<file path="src/rtl/assert_macros.svh">
// Concurrent assertion helpers, clocked on clk_i and disabled during reset.
`ifndef ASSERT_MACROS_SVH
`define ASSERT_MACROS_SVH

`define ASSERT_CLK(lbl, prop, msg) \
  lbl: assert property (@(posedge clk_i) disable iff (!rst_ni) prop) \
    else $error(msg);

// cons must hold in the cycle after ante
`define ASSERT_NEXT(lbl, ante, cons, msg) \
  lbl: assert property (@(posedge clk_i) disable iff (!rst_ni) (ante) |=> (cons)) \
    else $error(msg);

`endif

</file>
<file path="src/rtl/pic3_pkg.sv">
package pic3_pkg;

  localparam int unsigned Channels = 3;
  localparam int unsigned DutyMax  = 255;
  localparam int unsigned NumTuned = 3;
  localparam int unsigned ApbAddrW = 4;

  localparam logic [7:0] StepSizeReset = 8'd1;

  localparam logic [1:0] RegStepSize = 2'd0;
  localparam logic [1:0] RegCh1      = 2'd1;
  localparam logic [1:0] RegCh2      = 2'd2;
  localparam logic [1:0] RegCh3      = 2'd3;

  typedef struct packed {
    logic [1:0]          channel;
    logic signed [15:0]  temperature;
  } pic3_in_t;

  typedef struct packed {
    logic [1:0] channel_out;
    logic [7:0] duty;
  } pic3_out_t;

endpackage

</file>
<file path="src/rtl/pi_controller_three_channel_unit.sv">
// Three-channel PI controller with anti-windup.
// Input channel: in_valid_i/in_ready_o with in_data_i (channel, temperature).
// Output channel: out_valid_o/out_ready_i with out_data_o (channel_out, duty).
// A transfer on channel 0, or above the configured channel count, is taken and
// dropped without a result or a change of state.
// Tuning registers sit on the APB port: 0 step size, 1..3 per-channel tuning.
// Write them only while the block is idle.
// One item is worked at a time, through the read, accumulate, second multiply,
// windup check, third multiply, fourth multiply and final sum steps. When the
// windup limit fires, the bit-serial divider computing the limit quotient runs
// between the windup check and the third multiply. A shared 32x9 multiplier is
// used four times per item. The next item is taken the cycle after the result
// is loaded into the output register.
// Reset clears the tuning registers (step size to 1) and marks all integrators
// as zero through per-entry valid bits; no clearing pass is needed.
// If the receiver stalls, the result waits in the output register while the
// next item is taken and worked; that item holds in its final step until the
// output register frees up.
module pi_controller_three_channel_unit
  import pic3_pkg::*;
#(
  parameter int unsigned CHANNELS = Channels
) (
  input  logic                clk_i,
  input  logic                rst_ni,
  input  logic                in_valid_i,
  output logic                in_ready_o,
  input  pic3_in_t            in_data_i,
  output logic                out_valid_o,
  input  logic                out_ready_i,
  output pic3_out_t           out_data_o,
  input  logic                psel,
  input  logic                penable,
  input  logic                pwrite,
  input  logic [ApbAddrW-1:0] paddr,
  input  logic [31:0]         pwdata,
  output logic [31:0]         prdata,
  output logic                pready
);

  localparam int unsigned IdxW = (CHANNELS > 1) ? $clog2(CHANNELS) : 1;

  typedef enum logic [3:0] {
    S_IDLE, S_READ, S_ACC, S_M2, S_WIND, S_DIV, S_M3, S_M4, S_SUM
  } state_e;

  state_e state_q;

  // configuration
  logic [7:0]  step_q;
  logic [31:0] tuning_q [NumTuned];
  logic [1:0]  reg_sel;
  logic        cfg_we;

  assign pready  = 1'b1;
  assign reg_sel = paddr[3:2];
  assign cfg_we  = psel && penable && pwrite && pready;

  always_ff @(posedge clk_i or negedge rst_ni) begin
    if (!rst_ni) begin
      step_q <= StepSizeReset;
      for (int i = 0; i < NumTuned; i++) tuning_q[i] <= '0;
    end else if (cfg_we) begin
      unique case (reg_sel)
        RegStepSize: step_q      <= pwdata[7:0];
        RegCh1:      tuning_q[0] <= pwdata;
        RegCh2:      tuning_q[1] <= pwdata;
        RegCh3:      tuning_q[2] <= pwdata;
        default: ;
      endcase
    end
  end

  always_comb begin
    unique case (reg_sel)
      RegStepSize: prdata = {24'd0, step_q};
      RegCh1:      prdata = tuning_q[0];
      RegCh2:      prdata = tuning_q[1];
      RegCh3:      prdata = tuning_q[2];
      default:     prdata = '0;
    endcase
  end

  // input decode
  logic [1:0]  in_ch_m1;
  logic        in_ch_ok;
  logic [31:0] in_tun;
  logic signed [16:0] in_err;
  logic        in_acc;
  logic        mem_re;

  assign in_ch_m1 = in_data_i.channel - 2'd1;
  assign in_ch_ok = (in_data_i.channel != 2'd0)
                 && (32'(in_data_i.channel) <= CHANNELS)
                 && (32'(in_data_i.channel) <= NumTuned);
  assign in_tun   = (32'(in_ch_m1) < NumTuned) ? tuning_q[in_ch_m1] : '0;
  assign in_err   = 17'(in_data_i.temperature) - 17'($signed(in_tun[15:0]));
  assign in_ready_o = (state_q == S_IDLE);
  assign in_acc   = in_valid_i && in_ready_o;
  assign mem_re   = in_acc && in_ch_ok;

  // per-item registers
  logic [1:0]         ch_q;
  logic [IdxW-1:0]    idx_q;
  logic signed [16:0] err_q;
  logic signed [31:0] integ_q;
  logic signed [40:0] prod_q;
  logic signed [40:0] acc_q;
  logic [7:0]         kp, ki;

  assign kp = tuning_q[ch_q - 2'd1][23:16];
  assign ki = tuning_q[ch_q - 2'd1][31:24];

  // integrator memory with reset-cleared valid bits
  logic [31:0]     integ_mem [CHANNELS];
  logic [31:0]     rdata_q;
  logic            rd_vld_q;
  logic [CHANNELS-1:0] vld_q;
  logic [IdxW-1:0] rd_idx;
  logic            mem_we;
  logic [31:0]     wdata;

  assign rd_idx = IdxW'(in_ch_m1);

  always_ff @(posedge clk_i) begin
    if (mem_we) integ_mem[idx_q] <= wdata;
    if (mem_re) rdata_q <= integ_mem[rd_idx];
  end

  always_ff @(posedge clk_i or negedge rst_ni) begin
    if (!rst_ni) begin
      vld_q    <= '0;
      rd_vld_q <= 1'b0;
    end else begin
      if (mem_we) vld_q[idx_q] <= 1'b1;
      if (mem_re) rd_vld_q <= vld_q[rd_idx];
    end
  end

  // shared multiplier
  logic signed [31:0] mul_a;
  logic signed [8:0]  mul_b;
  logic signed [40:0] prod_d;

  always_comb begin
    case (state_q)
      S_READ: begin
        mul_a = 32'(err_q);
        mul_b = $signed({1'b0, step_q});
      end
      S_M2, S_M3: begin
        mul_a = integ_q;
        mul_b = $signed({1'b0, ki});
      end
      default: begin
        mul_a = 32'(err_q);
        mul_b = $signed({1'b0, kp});
      end
    endcase
  end

  assign prod_d = mul_a * mul_b;

  // saturating accumulate
  logic signed [32:0] acc_sum;
  logic signed [31:0] stored;
  logic signed [31:0] integ_sat;

  assign stored  = rd_vld_q ? $signed(rdata_q) : 32'sd0;
  assign acc_sum = 33'(stored) + 33'($signed(prod_q[25:0]));

  always_comb begin
    if (acc_sum[32] != acc_sum[31]) begin
      integ_sat = acc_sum[32] ? 32'sh8000_0000 : 32'sh7FFF_FFFF;
    end else begin
      integ_sat = acc_sum[31:0];
    end
  end

  logic wind_fire;
  assign wind_fire = (prod_q > $signed(41'(DutyMax))) && (ki != 8'd0);

  // bit-serial divider for DutyMax / ki
  logic [7:0] div_rem_q, div_quo_q;
  logic [2:0] div_cnt_q;
  logic [8:0] div_sh;
  logic       div_bit;
  logic [7:0] div_rem_d, div_quo_d;

  assign div_sh    = {div_rem_q, div_quo_q[7]};
  assign div_bit   = (div_sh >= {1'b0, ki});
  assign div_rem_d = div_bit ? 8'(div_sh - {1'b0, ki}) : div_sh[7:0];
  assign div_quo_d = {div_quo_q[6:0], div_bit};

  // final sum and clamp
  logic signed [41:0] duty_sum;
  logic               duty_neg;
  logic [7:0]         duty_d;
  logic               out_free;

  assign duty_sum = 42'(acc_q) + 42'(prod_q);
  assign duty_neg = duty_sum[41];
  assign out_free = !out_valid_o || out_ready_i;
  assign mem_we   = (state_q == S_SUM) && out_free;
  assign wdata    = duty_neg ? '0 : integ_q;

  always_comb begin
    if (duty_neg) begin
      duty_d = '0;
    end else if (duty_sum > 42'(DutyMax)) begin
      duty_d = 8'(DutyMax);
    end else begin
      duty_d = duty_sum[7:0];
    end
  end

  always_ff @(posedge clk_i) begin
    prod_q <= prod_d;
    if (mem_re) begin
      ch_q  <= in_data_i.channel;
      idx_q <= rd_idx;
      err_q <= in_err;
    end
    if (state_q == S_ACC) integ_q <= integ_sat;
    if (state_q == S_WIND) begin
      div_rem_q <= '0;
      div_quo_q <= 8'(DutyMax);
    end
    if (state_q == S_DIV) begin
      div_rem_q <= div_rem_d;
      div_quo_q <= div_quo_d;
      if (div_cnt_q == 3'd7) integ_q <= 32'(div_quo_d);
    end
    if (state_q == S_M4) acc_q <= prod_q;
  end

  // control and output register
  logic      out_valid_q;
  pic3_out_t out_q;

  assign out_valid_o = out_valid_q;
  assign out_data_o  = out_q;

  always_ff @(posedge clk_i or negedge rst_ni) begin
    if (!rst_ni) begin
      state_q     <= S_IDLE;
      div_cnt_q   <= '0;
      out_valid_q <= 1'b0;
      out_q       <= '0;
    end else begin
      if (out_ready_i && (state_q != S_SUM)) out_valid_q <= 1'b0;
      unique case (state_q)
        S_IDLE: if (mem_re) state_q <= S_READ;
        S_READ: state_q <= S_ACC;
        S_ACC:  state_q <= S_M2;
        S_M2:   state_q <= S_WIND;
        S_WIND: begin
          div_cnt_q <= '0;
          state_q   <= wind_fire ? S_DIV : S_M3;
        end
        S_DIV: begin
          div_cnt_q <= div_cnt_q + 3'd1;
          if (div_cnt_q == 3'd7) state_q <= S_M3;
        end
        S_M3:   state_q <= S_M4;
        S_M4:   state_q <= S_SUM;
        S_SUM: if (out_free) begin
          out_valid_q       <= 1'b1;
          out_q.channel_out <= ch_q;
          out_q.duty        <= duty_d;
          state_q           <= S_IDLE;
        end
        default: state_q <= S_IDLE;
      endcase
    end
  end

  `include "assert_macros.svh"

  `ASSERT_NEXT(a_busy_after_take, mem_re, !in_ready_o, "valid item did not start work")
  `ASSERT_CLK(a_out_from_sum, $rose(out_valid_o) |-> $past(state_q) == S_SUM, "stray result")
  `ASSERT_NEXT(a_valid_after_write, mem_we, vld_q[idx_q], "integrator entry not marked valid")
  `ASSERT_CLK(a_div_rem_bound, state_q == S_DIV |-> div_rem_q < ki, "remainder out of range")

endmodule
</file>
<file path="config.mk">
export PLATFORM = sky130hd
export DESIGN_NAME = pi_controller_three_channel_unit
export DESIGN_NICKNAME = d
export VERILOG_FILES = /design/src/rtl/pic3_pkg.sv /design/src/rtl/pi_controller_three_channel_unit.sv
export VERILOG_INCLUDE_DIRS = /design/src /design/src/rtl
export SDC_FILE = /design/constraint.sdc
export NUM_CORES = 1
export LEC_CHECK = 0
export ABC_AREA = 1
export BUFFER_PORTS_ARGS = -buffer_cell sky130_fd_sc_hd__buf_2
export CAP_MARGIN = 20
export CORE_UTILIZATION = 58
export CTS_CLUSTER_DIAMETER = 200
export DETAILED_ROUTE_END_ITERATION = 8
export PLACE_DENSITY_LB_ADDON = 0.15
export SYNTH_ARGS = -nofsm -noshare
export SYNTH_HDL_FRONTEND = slang
export SYNTH_SLANG_ARGS = --single-unit
export TNS_END_PERCENT = 10
</file>
<file path="constraint.sdc">
create_clock -name clk_i -period 5.81 [get_ports clk_i]
set_input_delay 0.8715 -clock clk_i [delete_from_list [all_inputs] [get_ports clk_i]]
set_output_delay 0.8715 -clock clk_i [all_outputs]
set_load 0.03 [all_outputs]
</file>
Word level (Yosys, flattened, before mapping)
Memories as Yosys holds them, arrays and structs flattened. A register that Yosys moved wholly into a read port is not among the register bits.
Cells that the tools add are included.
{"block": "word_totals", "mem_bits_rw": 96, "memories": 1, "input_bits": 61, "output_inout_bits": 45, "regBits": 277}
{"block": "op_classes", "n_lt_le_gt_ge": 9, "muxes": 39, "addsub": 7, "n_bitwise": 3, "n_reduce_logical": 22, "mul": 1, "eq_ne": 17}
{"memory": "integ_mem", "depth": 3, "word_bits": 32, "rd": 1, "rd_clocked_by_memory_dff": 1, "write_ports": 1, "line": "pi_controller_three_channel_unit.sv:115", "rtl": "logic [31:0] integ_mem [CHANNELS];"}
{"op": "$mux W32", "n": 10}
{"op": "$bmux W32 S2", "n": 2}
{"op": "$pmux W32 S4", "n": 1}
{"op": "$mux W8", "n": 7}
{"op": "$mux W16", "n": 3}
{"op": "$add A41 B41 Y42", "n": 1}
{"op": "$gt A42 B8 Y1 const B", "n": 1}
{"op": "$gt A41 B9 Y1 const B", "n": 1}
{"op": "$mul A32 B9 Y41", "n": 1}
{"op": "$pmux W4 S9", "n": 1}
{"op": "$add A32 B26 Y33", "n": 1}
{"op": "$sub A16 B16 Y17", "n": 1}
{"op": "$eq A4 B3 Y1 const B", "n": 4}
{"op": "$pmux W8 S2", "n": 1}
{"op": "$mux W4", "n": 3}
{"op": "$reduce_and A2 Y1", "n": 5}
{"op": "$ge A9 B8 Y1", "n": 1}
{"op": "$eq A4 B2 Y1 const B", "n": 2}
{"op": "$logic_and A1 B1 Y1", "n": 8}
{"op": "$reduce_bool A8 Y1", "n": 1}
{"op": "$sub A8 B8 Y8", "n": 1}
{"op": "$mux W1", "n": 7}
{"op": "$ge A3 B3 Y1 const B", "n": 2}
{"op": "$lt A2 B3 Y1 const B", "n": 2}
{"op": "26 further kinds", "n": 31}

Depth between registers and ports, before layout
Gate-level depths: netlist (run 1).
{"block": "logic_depth", "ltp_word": 9, "ltp_mapped": 38, "mapped_depth_nobuf": 35}

Worst setup path before layout (run 1)
OpenSTA, ideal clock, no wires.
{"block": "synth_path", "path_kind": "input to register", "from": "input in_data_i[16] (netlist name)", "to": "register ch_q[0] (enable)", "arrival_time_ps": 7162, "setup_time_ps": 602, "n_path_buf": 2, "setup_slack_ps": -1953, "path_stages": 5, "cell_sequence": "clkbuf_1 -> clkinv_1 -> buf_1 -> ha_1 -> nor4_1"}
{"block": "synth_between", "elab_chain_len": 2}
{"element": "from (decl)", "line": "pi_controller_three_channel_unit.sv:28", "rtl": "input pic3_in_t in_data_i,"}
{"element": "$reduce_bool A2 Y1", "line": "pi_controller_three_channel_unit.sv:93", "rtl": "assign in_ch_ok = (in_data_i.channel != 2'd0)"}
{"element": "$logic_and A1 B1 Y1", "line": "pi_controller_three_channel_unit.sv:100", "rtl": "assign mem_re = in_acc && in_ch_ok;"}
{"element": "net mem_re", "line": "pi_controller_three_channel_unit.sv:90", "rtl": "logic mem_re;"}
{"element": "to (signal assigned)", "line": "pi_controller_three_channel_unit.sv:220", "rtl": "ch_q <= in_data_i.channel;"}
{"element": "to (decl)", "line": "pi_controller_three_channel_unit.sv:103", "rtl": "logic [1:0] ch_q;"}
The timed path passes the listed nets, and every way through them passes these cells.
A chain may end at the register's enable or synchronous reset.

Final worst setup path (run 1)
{"block": "layout_path", "from": "register ch_q[0]", "to": "register prod_q[36]"}
{"block": "layout_between", "elab_chain_len": 7}
{"element": "$sub A2 B1 Y2", "line": "pi_controller_three_channel_unit.sv:111, pi_controller_three_channel_unit.sv:112"}
{"element": "$not A2 Y3 (not written as such)", "line": "pi_controller_three_channel_unit.sv:111, pi_controller_three_channel_unit.sv:112"}
{"element": "$bmux W32 S2", "line": "pi_controller_three_channel_unit.sv:111, pi_controller_three_channel_unit.sv:112"}
{"element": "$mux W32 (not written as such) (2 in a row)", "line": "pi_controller_three_channel_unit.sv:112", "rtl": "assign ki = tuning_q[ch_q - 2'd1][31:24];"}
{"element": "$pmux W8 S2", "line": "pi_controller_three_channel_unit.sv:146", "rtl": "case (state_q)"}
{"element": "$mul A32 B9 Y41", "line": "pi_controller_three_channel_unit.sv:162", "rtl": "assign prod_d = mul_a * mul_b;"}
{"element": "net prod_d[36]", "line": "pi_controller_three_channel_unit.sv:143", "rtl": "logic signed [40:0] prod_d;"}
{"element": "to (signal assigned)", "line": "pi_controller_three_channel_unit.sv:218", "rtl": "prod_q <= prod_d;"}
{"element": "to (decl)", "line": "pi_controller_three_channel_unit.sv:107", "rtl": "logic signed [40:0] prod_q;"}
The timed path passes the listed nets, and every way through them passes these cells. The select of a mux whose other input is x is not followed.

==> results of run 1 <==
## worst min-delay path by stage
stage | slack (ns) | to | from
2_1_floorplan | 0.43 | vld_q[1] | vld_q[1]
3_3_place_gp | 0.44 | vld_q[1] | vld_q[1]
3_5_place_dp | 0.45 | vld_q[1] | vld_q[1]
4_1_cts | 0.35 | out_data_o[7] | rst_ni
5_1_grt | 0.38 | out_data_o[6] | rst_ni
6_report | 0.32 | out_data_o[7] | rst_ni
## area by class of cell
class | count | area, µm²
Inverter | 720 | 2750
Sequential cell | 405 | 10800
Clock inverter | 21 | 211
Multi-Input combinational cell | 2631 | 18300
Clock buffer | 60 | 1210
Timing Repair Buffer | 439 | 3450
Tap cell | 688 | 861
Antenna cell | 5 | 12.5
Fill cell | 4189 | 15200
## cell families after synthesis
logic type,after synthesis,share of synthesized area (%)
buffers and inverters,820,10.1
adder cells (fa/ha/maj),385,20.3
AO/OA/AOI/OAI,647,12.0
multiplexers,17,0.613
other,1,0.0120
AND/OR/NAND/NOR,1481,19.6
flip-flops,405,34.6
XOR/XNOR,100,2.80
## critical path: cells and delay by family, from the launching register on
kind	cells	cell delay [ns]
xor+xnor	1	0.13
simple gates	12	1.07
fa+ha+maj	5	2.31
compound gates	6	0.74
flops	1	0.43
buf+inv	9	0.99
## registers in the layout, indices dropped and copies added (netlist names), 10 cells and up
register,count
integ_mem,96
prod_q,41
out_data_o,10
acc_q,41
err_q,17
integ_q,32
rdata_q,32
tuning_q,96
## synth_stat cells, types with 11 or more instances
cell / instances / share of area (%)
mux2_2: 17 / 0.61
inv_2: 13 / 0.16
clkbuf_1: 59 / 0.71
xnor2_1: 39 / 1.1
o21ai_0: 299 / 4.8
edfxtp_1: 206 / 20
a31oi_1: 12 / 0.24
nor2_2: 13 / 0.26
buf_2: 28 / 0.45
o21bai_1: 15 / 0.36
ha_1: 183 / 7.3
fa_1: 202 / 13
dfrtp_1: 125 / 10
o221ai_1: 28 / 0.79
inv_1: 704 / 8.5
dfxtp_1: 73 / 4.7
xor2_1: 61 / 1.7
nand4_1: 20 / 0.40
o21ai_1: 12 / 0.19
nand2_1: 840 / 10
nor4_1: 11 / 0.22
nand2_2: 34 / 0.68
a21o_1: 12 / 0.29
a21oi_1: 182 / 2.9
nand3_1: 77 / 1.2
nor3_1: 21 / 0.34
a21oi_2: 23 / 0.64
nor2_1: 419 / 5.0
## routing by layer
| metal | GRT usage, % | wire (µm) | up-vias |
|---|---|---|---|
| met5 | 0 | 46 | - |
| met4 | 11.8 | 3830 | 6 |
| met3 | 4.79 | 5980 | 188 |
| met2 | 52.5 | 41200 | 966 |
| met1 | 42.2 | 36400 | 12665 |
| li1 | - | - | 13050 |
## timing repair
action,in CTS,in global routing
resized for setup,77,208
pin swaps,10,92
cloned,1,4
setup buffers,3,30
endpoints found under the setup margin,14,25
## through the flow
stage / cell area, µm² / instances / TNS, ns
3_5_place_dp: 34600 / 4846 / -1.37
3_3_place_gp: 34600 / 4845 / -0.620
5_1_grt: 37600 / 4965 / -3.31
4_1_cts: 36500 / 4931 / -0.0142
2_1_floorplan: 31200 / 3856 / 0
6_report: 37600 / 4969 / -0.114
==> reports/results.txt, run 1 <==
status: finished, violations left
failing checks: DRC, setup timing
clock-pin slew on the worst setup and hold paths: 0.06 ns
Fin Hold WS: 0.318 ns
largest net degree at the start of global routing: 76
crit path capture type: flip-flop
Nets: 4687
most frequent cells in the layout: nand2_1, inv_1, nor2_1
fmax: 171 MHz
total gr overflow: 0
Inserted Clock Buffers: 44
drt wl/cell: 17.6 µm
htree depth: 2
flops & latches, synth: 405
Critical Path Fanout Max: 11
Final Worst Setup Slack: -0.0403 ns
Syn Inst Count: 3856
Top Ports: 106
routability cong.: 1.00
root buf cell: clkbuf_16
via count: 26875
pre-CTS WS: -0.280 ns
Slew @ Worst Pin: 0.971 ns
latest clock arrival within the worst-skew pair: 0.60 ns
Mapped Area: 31200 µm²
IO buf count: 102
Tcrit/Tclk final: 101%
initial antenna violation count: 6
height of the die: 234 µm
area delta synth->final: 20.4%
Critical Path End: prod_q[36]
1st-pass router iterations: 7
layout cell share with drive strength beyond 1: 19.8%
# DRC: 2
Netlist cell types: 66
Hold Crit Class: in2async
first-pass GRT wire length: 135 mm
total core area: 52900 µm²
Die ar.: 54800 µm²
Tot GR Track Use: 31.7%
CP startpoint: ch_q[0]
reg2reg setup slack: -0.04 ns
Slew headroom: 35.1%
CP Data Arrival Time: 6.30 ns
Slew Limit Fails: 0
prevailing post-synth register cell: edfxtp_1
Die X: 234 µm
DR vias/cell: 5.41
Max stage delay on crit path: 0.56 ns
critical register-to-register path endpoint: prod_q[36]
Clock Skew: 0.0486 ns
Critical-path top delay cell: fa_1
sequential area share after synthesis: 34.6%
Synth Net Count: 4302
post-layout util: 71.2%
final hold viol count: 0
Post-DP HPWL: 66.4 mm
Worst Path Required: 6.26 ns
final setup vio count: 3
syn_area_per_cell: 8.10 µm²
warning count from the yosys run: 0
TritonCTS clock tree: built
CP Class: reg2reg
post-detailed-route count of antenna-violating nets: 0
most common cell after layout, fill and taps aside: nand2_1
clock sink total: 405
asr flop ratio synth: 31.1%
Post-CTS Hold Fix Bufs: 0
R2R Path Start: ch_q[0]
initial core utilization: 59.1%
r2r worst-path depth: 33
Critical Path Start Type: flip-flop
cell row count: 84
Iter 0 DRT Violations: 1989
max-capacitance violation count: 0
number of synthesized flops with an enable pin: 206
clk buf depth: 3
min Tclk post-route: 5.85 ns
Post-Route WL: 87.4 mm
vias in the first global route: 25668
RSZ-0062 raised after global routing: yes
Power of run 1 is left out: the tool's default activity adds up to more than one toggle a clock period on the data nets, which glitch-free logic cannot reach.
==> run 2: changes to the inputs <==
--- a/config.mk
+++ b/config.mk
@@ -8,11 +8,11 @@
 export LEC_CHECK = 0
 export ABC_AREA = 1
 export BUFFER_PORTS_ARGS = -buffer_cell sky130_fd_sc_hd__buf_2
-export CAP_MARGIN = 20
 export CORE_UTILIZATION = 58
 export CTS_CLUSTER_DIAMETER = 200
 export DETAILED_ROUTE_END_ITERATION = 8
 export PLACE_DENSITY_LB_ADDON = 0.15
+export REMOVE_ABC_BUFFERS = 1
 export SYNTH_ARGS = -nofsm -noshare
 export SYNTH_HDL_FRONTEND = slang
 export SYNTH_SLANG_ARGS = --single-unit
==> reports/results.txt, run 2 (synthesis gave the netlist of run 1 again) <==
latest clock arrival within the worst-skew pair: 0.61 ns (about the same)
htree depth: 2 (unchanged)
first-pass GRT wire length: 134 mm (-0.65%)
Nets: 4675 (-0.26%)
routability cong.: 0.962 (-3.8%)
IO buf count: 102 (unchanged)
Post-CTS Hold Fix Bufs: 0 (unchanged)
Critical Path Start Type: flip-flop
post-route setup TNS: -0.270 ns (-0.157 ns)
Max stage delay on crit path: 0.56 ns (about the same)
TritonCTS clock tree: built
CP Class: reg2reg
area delta synth->final: 17.4%
max-capacitance violation count: 0 (unchanged)
height of the die: 234 µm (unchanged)
status: finished, violations left
Inserted Clock Buffers: 44 (unchanged)
drt wl/cell: 17.1 µm (-3.1%)
clk buf depth: 3 (unchanged)
failing checks: DRC, setup timing
post-detailed-route count of antenna-violating nets: 0 (unchanged)
# DRC: 1 (-1)
most frequent cells in the layout: nand2_1, inv_1, nor2_1
largest net degree at the start of global routing: 75 (-1.3%)
top flop regs: integ_mem x96, tuning_q x96
root buf cell: clkbuf_16
Hold Crit Class: in2async
Iter 0 DRT Violations: 1852 (-6.9%)
cell row count: 84 (unchanged)
min Tclk post-route: 5.96 ns (+0.112 ns)
final hold viol count: 0 (unchanged)
Tot GR Track Use: 31.4% (-0.29 points)
DP Area: 34800 µm² (+0.33%)
clock sink total: 405 (unchanged)
initial antenna violation count: 1 (-5)
fmax: 168 MHz (-1.9%)
reg2reg setup slack: -0.15 ns (-0.11 ns)
1st-pass router iterations: 7 (unchanged)
Top Ports: 106 (unchanged)
total gr overflow: 0 (unchanged)
Post-Route WL: 84.5 mm (-3.4%)
total core area: 52900 µm² (unchanged)
RSZ-0062 raised after global routing: yes
pre-CTS WS: -0.614 ns (-0.334 ns)
crit path capture type: flip-flop
Critical-path top delay cell: fa_1
most common cell after layout, fill and taps aside: nand2_1
Critical Path Fanout Max: 9 (-2)
Slew Limit Fails: 0 (unchanged)
clock-pin slew on the worst setup and hold paths: 0.06 ns (about the same)
Worst Path Required: 6.33 ns (+0.07 ns)
via count: 26585 (-1.1%)
layout cell share with drive strength beyond 1: 16.7% (-3.1 points)
final design instance area without fill: 36700 µm² (-2.5%)
CP Data Arrival Time: 6.48 ns (+0.18 ns)
vias in the first global route: 25710 (+0.16%)
Fin Hold WS: 0.260 ns (-0.0577 ns)
final setup vio count: 7 (+4)
Die X: 234 µm (unchanged)
DR vias/cell: 5.37 (-0.78%)
Slew @ Worst Pin: 1.24 ns (+0.265 ns)
Post-DP HPWL: 65.1 mm (-2.0%)
Final Worst Setup Slack: -0.152 ns (-0.112 ns)
Tcrit/Tclk final: 103% (+1.9 points)
initial core utilization: 59.1% (unchanged)
Slew headroom: 17.5% (-18 points)
Clock Skew: 0.0371 ns (-0.0115 ns)
Die ar.: 54800 µm² (unchanged)
==> run 2: worst paths after layout <==
path                                  from       endpoint  cells past startpoint
worst min-delay path                rst_ni  out_data_o[3]                      1
worst max-delay path            state_q[2]     prod_q[39]                     32
min in group clk_i                vld_q[0]       vld_q[0]                      1
max in group asynchronous           rst_ni   tuning_q[83]                      2
worst min register to register    vld_q[0]       vld_q[0]                      1
worst max register to register  state_q[2]     prod_q[39]                     32
==> run 2: area by class of cell <==
cell class	count	area, µm²
clock buffers	60	1240
repair buffers	427	3190
inverters	720	2710
well taps	688	861
multi-input cells	2631	17600
fillers	4332	16200
flip-flops and latches	405	10800
diodes	1	2.50
clock inverters	22	248
==> run 2: per-stage QoR <==
step,instances,utilization (%)
global route,4954,69.4
floorplan,3756,-
global placement,4860,65.8
CTS,4944,68.9
detailed placement,4860,65.8
finish,4954,69.4
==> run 2: what timing repair did <==
| item | CTS | global route |
|---|---|---|
| setup endpoints to repair | 20 | 26 |
| gates cloned | 0 | 1 |
| gates resized for setup | 38 | 51 |
| pin swaps | 4 | 15 |
| buffers inserted | 2 | 8 |
==> run 2: critical path: cells and delay by family, from the launching register on <==
family                     cells  cell delay, ns
DFF                            1            0.39
and+or+nand+nor               11            1.44
buffers and inverters         13            1.31
adders and majority gates      5            2.17
AOI/OAI and AO/OA              2            0.38
xor gates and xnor gates       1            0.18
==> run 2: metal layers <==
layer,share of wire [%],wire length (µm),track usage (%),up-vias
li1,-,-,-,13001
met1,43,36000,42.1,12504
met2,47,39400,51.7,913
met3,7.2,6120,4.99,167
met4,3.5,2930,11.3,0
met5,0,0,0,-
Power of run 2 is left out for the same reason.
